==> src/pcle_pkg.sv <==
package pcle_pkg;

    localparam int NODE_CNT = 256;
    localparam int AW       = 8;
    localparam int PW       = 9;
    localparam int LIST_CNT = 16;
    localparam int HW       = 4;
    localparam int HPW      = 5;
    localparam int IW       = 32;
    localparam int CW       = 9;
    localparam int IN_W     = 48;
    localparam int OUT_W    = 48;

    localparam logic [PW-1:0]  NIL_NODE = 9'd256;
    localparam logic [HPW-1:0] NIL_LIST = 5'd16;

    localparam logic [1:0] POS_BEFORE = 2'd0;
    localparam logic [1:0] POS_AFTER  = 2'd1;
    localparam logic [1:0] POS_ON     = 2'd2;

    typedef enum logic [3:0] {
        CMD_CREATE  = 4'd0,
        CMD_COUNT   = 4'd1,
        CMD_FIRST   = 4'd2,
        CMD_LAST    = 4'd3,
        CMD_NEXT    = 4'd4,
        CMD_PREV    = 4'd5,
        CMD_CURR    = 4'd6,
        CMD_INS_AFT = 4'd7,
        CMD_INS_BEF = 4'd8,
        CMD_APPEND  = 4'd9,
        CMD_PREPEND = 4'd10,
        CMD_REMOVE  = 4'd11,
        CMD_TRIM    = 4'd12,
        CMD_CONCAT  = 4'd13,
        CMD_FREE    = 4'd14,
        CMD_SEARCH  = 4'd15
    } cmd_t;

    typedef enum logic [14:0] {
        ST_IDLE = 15'b000000000000001,
        ST_INIT = 15'b000000000000010,
        ST_DEC  = 15'b000000000000100,
        ST_NAV  = 15'b000000000001000,
        ST_ITEM = 15'b000000000010000,
        ST_INS1 = 15'b000000000100000,
        ST_INS2 = 15'b000000001000000,
        ST_INSW = 15'b000000010000000,
        ST_INSL = 15'b000000100000000,
        ST_RM1  = 15'b000001000000000,
        ST_TR1  = 15'b000010000000000,
        ST_GIVE = 15'b000100000000000,
        ST_CG   = 15'b001000000000000,
        ST_SR1  = 15'b010000000000000,
        ST_FIN  = 15'b100000000000000
    } state_t;

    typedef struct packed {
        cmd_t       cmd;
        logic       in_fire;
        logic       live;
        logic       sz0;
        logic [1:0] pos;
        logic       fn_nil;
        logic       cat_ok;
        logic       start_nil;
        logic       nav_nil;
        logic       need_nb;
        logic       match;
        logic       q_next_nil;
        logic       init_last;
        logic       out_free;
    } stat_t;

endpackage

==> src/pcle_ctrl.sv <==
module pcle_ctrl
    import pcle_pkg::*;
(
    input  logic   aclk,
    input  logic   aresetn,
    input  stat_t  stat,
    output state_t state
);

    state_t state_reg, state_next;

    assign state = state_reg;

    always_ff @(posedge aclk) begin
        if (!aresetn) begin
            state_reg <= ST_INIT;
        end else begin
            state_reg <= state_next;
        end
    end

    always_comb begin
        state_next = state_reg;
        case (state_reg)
            ST_IDLE: begin
                if (stat.in_fire) state_next = ST_DEC;
            end
            ST_INIT: begin
                if (stat.init_last) state_next = ST_IDLE;
            end
            ST_DEC: begin
                state_next = ST_FIN;
                if (stat.cmd != CMD_CREATE && stat.live) begin
                    case (stat.cmd)
                        CMD_FIRST, CMD_LAST: begin
                            if (!stat.sz0) state_next = ST_ITEM;
                        end
                        CMD_NEXT: begin
                            if (!stat.sz0 && stat.pos == POS_BEFORE) state_next = ST_ITEM;
                            else if (!stat.sz0 && stat.pos == POS_ON) state_next = ST_NAV;
                        end
                        CMD_PREV: begin
                            if (!stat.sz0 && stat.pos == POS_AFTER) state_next = ST_ITEM;
                            else if (!stat.sz0 && stat.pos == POS_ON) state_next = ST_NAV;
                        end
                        CMD_CURR: begin
                            if (!stat.sz0 && stat.pos == POS_ON) state_next = ST_ITEM;
                        end
                        CMD_INS_AFT, CMD_INS_BEF, CMD_APPEND, CMD_PREPEND: begin
                            if (!stat.fn_nil) state_next = ST_INS1;
                        end
                        CMD_REMOVE: begin
                            if (!stat.sz0 && stat.pos == POS_ON) state_next = ST_RM1;
                        end
                        CMD_TRIM: begin
                            if (!stat.sz0) state_next = ST_TR1;
                        end
                        CMD_CONCAT: begin
                            if (stat.cat_ok) state_next = ST_CG;
                        end
                        CMD_SEARCH: begin
                            if (!stat.sz0 && stat.pos != POS_AFTER && !stat.start_nil)
                                state_next = ST_SR1;
                        end
                        default: begin
                            state_next = ST_FIN;
                        end
                    endcase
                end
            end
            ST_NAV:  state_next = stat.nav_nil ? ST_FIN : ST_ITEM;
            ST_ITEM: state_next = ST_FIN;
            ST_INS1: state_next = stat.need_nb ? ST_INS2 : ST_INSW;
            ST_INS2: state_next = ST_INSW;
            ST_INSW: state_next = ST_INSL;
            ST_INSL: state_next = ST_FIN;
            ST_RM1:  state_next = ST_GIVE;
            ST_TR1:  state_next = ST_GIVE;
            ST_GIVE: state_next = ST_FIN;
            ST_CG:   state_next = ST_FIN;
            ST_SR1: begin
                if (stat.match || stat.q_next_nil) state_next = ST_FIN;
            end
            ST_FIN: begin
                if (stat.out_free) state_next = ST_IDLE;
            end
            default: state_next = ST_IDLE;
        endcase
    end

endmodule

==> config.mk <==
export PLATFORM = sky130hd
export DESIGN_NAME = pcle_ctrl
export DESIGN_NICKNAME = d
export VERILOG_FILES = /design/src/pcle_pkg.sv /design/src/pcle_ctrl.sv
export SDC_FILE = /design/constraint.sdc
export NUM_CORES = 1
export LEC_CHECK = 0
export BUFFER_PORTS_ARGS = -buffer_cell sky130_fd_sc_hd__buf_4
export CORE_MARGIN = 1.5
export CORE_UTILIZATION = 53
export CTS_BUF_LIST = sky130_fd_sc_hd__clkbuf_8
export CTS_CLUSTER_SIZE = 10
export DETAILED_ROUTE_END_ITERATION = 6
export GPL_TIMING_DRIVEN = 0
export PLACE_DENSITY = 0.92
export SLEW_MARGIN = 20
export SYNTH_ARGS = -nofsm -noshare
export SYNTH_HDL_FRONTEND = slang
export SYNTH_SLANG_ARGS = --single-unit
export TNS_END_PERCENT = 5
==> constraint.sdc <==
create_clock -name aclk -period 2.39 [get_ports aclk]
set_input_delay 0.717 -clock aclk [delete_from_list [all_inputs] [get_ports aclk]]
set_output_delay 0.717 -clock aclk [all_outputs]
set_load 0.1 [all_outputs]
## Word level (Yosys, flattened, before mapping)

Cells that the tools add are included.

| storage, ports and cells | value |
|---|---|
| register bits after elaboration | 15 |
| input port bits | 20 |
| output and inout bits | 15 |
| word-level logic and storage cells | 71 |

| operators by class | value |
|---|---|
| equal/unequal tests | 35 |
| mux-type cells | 19 |
| reduce and logical (&&, ||, !) cells | 16 |

Operators by type and width:

| operator | count |
|---|---|
| two-way mux 15 bit | 16 |
| case mux 15 bit (11 select lines) | 1 |
| case mux 15 bit (9 select lines) | 1 |
| equality test 4 bit, second input constant | 7 |
| equality test 4 x 3 -> 1 bit, second input constant | 4 |
| equality test 15 x 1 -> 1 bit, second input constant | 1 |
| equality test 15 x 10 -> 1 bit, second input constant | 1 |
| equality test 15 x 11 -> 1 bit, second input constant | 1 |
| equality test 15 x 12 -> 1 bit, second input constant | 1 |
| equality test 15 x 13 -> 1 bit, second input constant | 1 |
| equality test 15 x 14 -> 1 bit, second input constant | 1 |
| equality test 15 bit, second input constant | 1 |
| equality test 15 x 2 -> 1 bit, second input constant | 1 |
| equality test 15 x 3 -> 1 bit, second input constant | 1 |
| equality test 15 x 4 -> 1 bit, second input constant | 1 |
| equality test 15 x 5 -> 1 bit, second input constant | 1 |
| equality test 15 x 6 -> 1 bit, second input constant | 1 |
| equality test 15 x 7 -> 1 bit, second input constant | 1 |
| equality test 15 x 8 -> 1 bit, second input constant | 1 |
| equality test 15 x 9 -> 1 bit, second input constant | 1 |
| equality test 4 x 2 -> 1 bit, second input constant | 2 |
| two-way mux 8 bit | 1 |
| != test 2 bit, second input constant | 4 |
| OR reduction 4 bit | 2 |
| 10 further kinds | 17 |

## Longest topological paths before layout

| logic depth | value |
|---|---|
| word-level depth | 7 |
| mapped depth | 7 |
| mapped depth without buffers | 6 |

## Worst setup path before layout

Ideal clock, no wire load.

| timing | value |
|---|---|
| path kind | register -> register |
| start | register state_reg[13] (netlist: state[13]) |
| end | register state_reg[0] (netlist: state[0]) |
| library setup time | 117 ps |
| arrival | 2339 ps |
| required time | 2273 ps |
| setup slack | -66 ps |
| cell stages (with the launch flop) | 8 |
| buffers on the path | 1 |
| period minus slack after synthesis | 2456 ps |
| cell sequence | dfxtp_1 buf_2 nor4b_1 o211ai_2 a21oi_4 nor2_1 a22o_1 a22o_1 |

| between the ends | value |
|---|---|
| word-level cells in the longest chain between the ends | 3 |
| elaborated cells between the ends (all ways) | 23 |
| those cells by class | eq/ne: 19; mux: 1; reduce/logical: 3 |

Ends and longest elaborated chain:

| element | line | source |
|---|---|---|
| from (decl) | pcle_ctrl.sv:10 | `state_t state_reg, state_next;` |
| from (signal assigned) | pcle_ctrl.sv:18 | `state_reg <= state_next;` |
| equality test 15 x 13 -> 1 bit (tied with other cells) | pcle_ctrl.sv:24 | `case (state_reg)` |
| OR reduction 4 bit (no line) (tied with other cells) | - |  |
| case mux 15 bit (11 select lines) or AND reduction 4 bit (tied branches) | - |  |

Several ways; a longest one is shown, not always the timed one.
A chain may end at the register's enable or synchronous reset.

## Worst setup path in the final report

| timing | value |
|---|---|
| start | input port stat[14] in the netlist's numbering |
| end | register state_reg[14] (netlist: state[14]) |

| between the ends | value |
|---|---|
| word-level cells in the longest chain between the ends | 5 |
| elaborated cells between the ends (all ways) | 20 |
| those cells by class | eq/ne: 13; mux: 3; reduce/logical: 4 |

Ends and longest elaborated chain:

| element | line | source |
|---|---|---|
| from (decl) | pcle_ctrl.sv:6 | `input stat_t stat,` |
| equality test 4 x 3 -> 1 bit (tied with other cells) | pcle_ctrl.sv:34 | `case (stat.cmd)` |
| OR reduction 4 bit or OR reduction 2 bit (tied branches) | pcle_ctrl.sv:34 |  |
| case mux 15 bit (9 select lines) | pcle_ctrl.sv:34 |  |
| two-way mux 15 bit (*) | pcle_ctrl.sv:33 | `if (stat.cmd != CMD_CREATE && stat.live) begin` |
| case mux 15 bit (11 select lines) (*) | pcle_ctrl.sv:24 |  |

Mark *: on every way between the ends. The rest lies on a longest branch, timed or not.

==> metrics.md <==
| Metric | Value |
|---|---|
| Outcome | `finished clean` |
| Critical path origin | `stat[14]` |
| Hold_sp | `state[5]` |
| Maxcap violations | `0` |
| Die width | `about 50 µm` |
| Inserted Diodes | `0` |
| Critical path peak fanout | `10` |
| RSZ-0062 raised after global routing | `false` |
| Max H-tree Level | `1` |
| Synth warnings | `0` |
| Largest net degree at the start of global routing | `11` |
| Part of the cycle the worst path needs | `between 80% and 90%` |
| Routed wire length | `~3000 µm` |
| Die height | `around 50 µm` |
| GPL Wtd Cong | `roughly 1` |
| Clock transition at path regs | `approximately 0.060 ns` |
| Post-CTS Hold Fix Bufs | `0` |
| Arrival @ worst endpoint | `around 2.2 ns` |
| Aggregate global-route resource usage | `25.9%` |
| Cells after Synth | `153` |
| Antenna Nets Post-Route | `0` |
| Initial antenna violation count | `0` |
| EDFF count, synth | `0` |
| Dpl hpwl | `2370 µm` |
| Root buffer cell | `clkbuf_8` |
| TritonRoute pass-1 iters | `4` |
| Mean Syn Cell Area | `between 7 and 8 µm²` |
| Seq cells post-synth | `15` |
| Worst hold margin | `about 0.58 ns` |
| WS Path Type | `in2reg` |
| Nets | `212` |
| CP endpoint kind | `register` |
| Synthesized Nets | `~170` |
| Inserted Clock Buffers | `3` |
| Vias | `around 1,300` |
| Critical R2R Launch | `state[0]` |
| Initial core utilization | `57.3%` |
| Die Area | `0.00245 mm²` |
| Skew-Pair Late Insertion Delay | `approximately 0.25 ns` |
| Fmax | `~0.49 GHz` |
| Area grow syn2layout | `29.2%` |
| Clock Tree Buf Depth | `2` |
| Fraction of layout cells with a size suffix above 1 | `between 20% and 30%` |
| I/O Pins | `35` |
| Setup TNS | `0 ns` |
| First-pass GRT wire length | `4930 µm` |
| Grt total ovfl | `0` |
| Post-Syn Area | `0.00115 mm²` |
| Finish-stage setup viols | `0` |
| Critical Path RT | `around 2.6 ns` |
| Max IR drop VDD | `about 0.00046 V` |
| Area fraction of the dominant cell type after synthesis | `between 20% and 30%` |
| Post-synth cell types | `44` |
| Post-CTS resize count | `0` |
| Leakage | `approximately 0.00059 µW` |
| Max reg flops | `15` |
| Startpoint Class | `primary input` |
| Max_slew headroom | `around two thirds` |
| Worst slew pin tran | `between 0.5 and 0.6 ns` |
| Top cells by area, synth | `dfxtp_1, nor3_1, a21oi_1` |
| Final min period | `between 2 and 2.5 ns` |
| Final hold violation count | `0` |
| Number of global-route vias before repair | `1,172` |
| Hold Path Class | `reg2reg` |
| Seq/Total Area, Yosys | `around a quarter` |
| DR vias/cell | `approximately 6.0` |
| Synth area leader | `dfxtp_1` |
| Initial drt markers | `between 40 and 50` |
| Core area | `0.00200 mm²` |
| Fin Clk Skew | `0.00437 ns` |
| CTS tree | `built` |
| Num rows | `16` |
| Power Dens Cells | `545 mW/mm²` |
| Postcts setup bufs | `0` |
| Prevailing post-synth register cell | `dfxtp_1` |
| Most common cell after layout, fill and taps aside | `buf_4` |
| # clock sinks | `15` |
| # DRC | `0` |
| IO buf count | `34` |
| Most frequent cells in the layout | `buf_4, nand2_1, nor3_1, dfxtp_1` |
| Drt wl/cell | `between 10 and 15 µm` |
| Max Transition Viols Final | `0` |
| Fraction of registers with async set/reset | `0%` |
-- per-stage QoR --
stage               setup slack [ns]  std cells  utilization (%)  instance area (µm²)  power [µW]
floorplan                     0.0964        153                -                 1150         531
global placement               0.206        214             71.8                 1440         608
detailed placement             0.143        214             71.8                 1440         613
CTS                            0.394        218             74.1                 1480         811
global route                   0.229        218             74.1                 1480         850
finish                         0.361        218             74.1                 1480         808
-- path summary, 6_finish.rpt --
check / slack [ns] / to / depth (start not counted)
setup / recovery: 0.36 / state[14] / 8
hold / removal: 0.58 / state[8] / 2
setup reg to reg: 0.47 / state[0] / 7
hold reg to reg: 0.58 / state[8] / 2
-- cell families (layout without fill, tap and decap cells) --
| kind of cell | Yosys count | in the layout | share of synthesized area [%] |
|---|---|---|---|
| AOI/OAI and AO/OA | 34 | 34 | 20.1 |
| buffers and inverters | 15 | 53 | 6.43 |
| DFF | 15 | 15 | 26.2 |
| and+or+nand+nor | 83 | 83 | 42.5 |
| muxes | 2 | 2 | 1.74 |
| xor gates and xnor gates | 4 | 4 | 3.05 |
-- power breakdown --
part	leakage, µW	internal [µW]	switching, µW
registers	0.000122	263	19.3
logic	0.000438	118	209
clock network	0.0000269	114	85.1
total	0.000588	495	313
-- critical path, cell delays in order --
cell	delay [ns]
buf_4	0.08
clkbuf_1	0.34
inv_1	0.13
a2111o_1	0.32
a32oi_1	0.21
a21oi_1	0.06
a21oi_1	0.17
o221a_2	0.19
-- area by class of cell --
cell class	instances	area, µm²
Multi-Input combinational cell	123	773
Sequential cell	15	302
Inverter	6	22.5
Fill cell	174	519
Tap cell	27	33.8
Clock buffer	3	41.3
Buffer	9	51.3
Timing Repair Buffer	34	255
Clock inverter	1	3.75
-- cell usage after synthesis (2+ instances only) --
library cell / count
dfxtp_1: 15
nand2_1: 15
nor3_1: 14
a21oi_1: 12
nor2_1: 12
o21ai_0: 7
inv_1: 6
nand3_1: 6
clkbuf_1: 5
nor2b_1: 5
nor4b_1: 5
or3_1: 5
nor3b_1: 3
xnor2_1: 3
a22o_1: 2
a31oi_1: 2
buf_2: 2
buf_6: 2
mux2i_1: 2
nand2b_1: 2
nand3b_1: 2
nand4_1: 2
nor4_2: 2
or2_1: 2
-- per-layer routing --
layer | wire length [µm] | up-vias | GRT usage, %
li1 | - | 636 | -
met1 | 1230 | 603 | 29.7
met2 | 1580 | 60 | 46.7
met3 | 127 | 8 | 1.82
met4 | 74 | 0 | 15.3
met5 | 0 | - | 0
No activity file was read; power rests on OpenSTA's default activity.
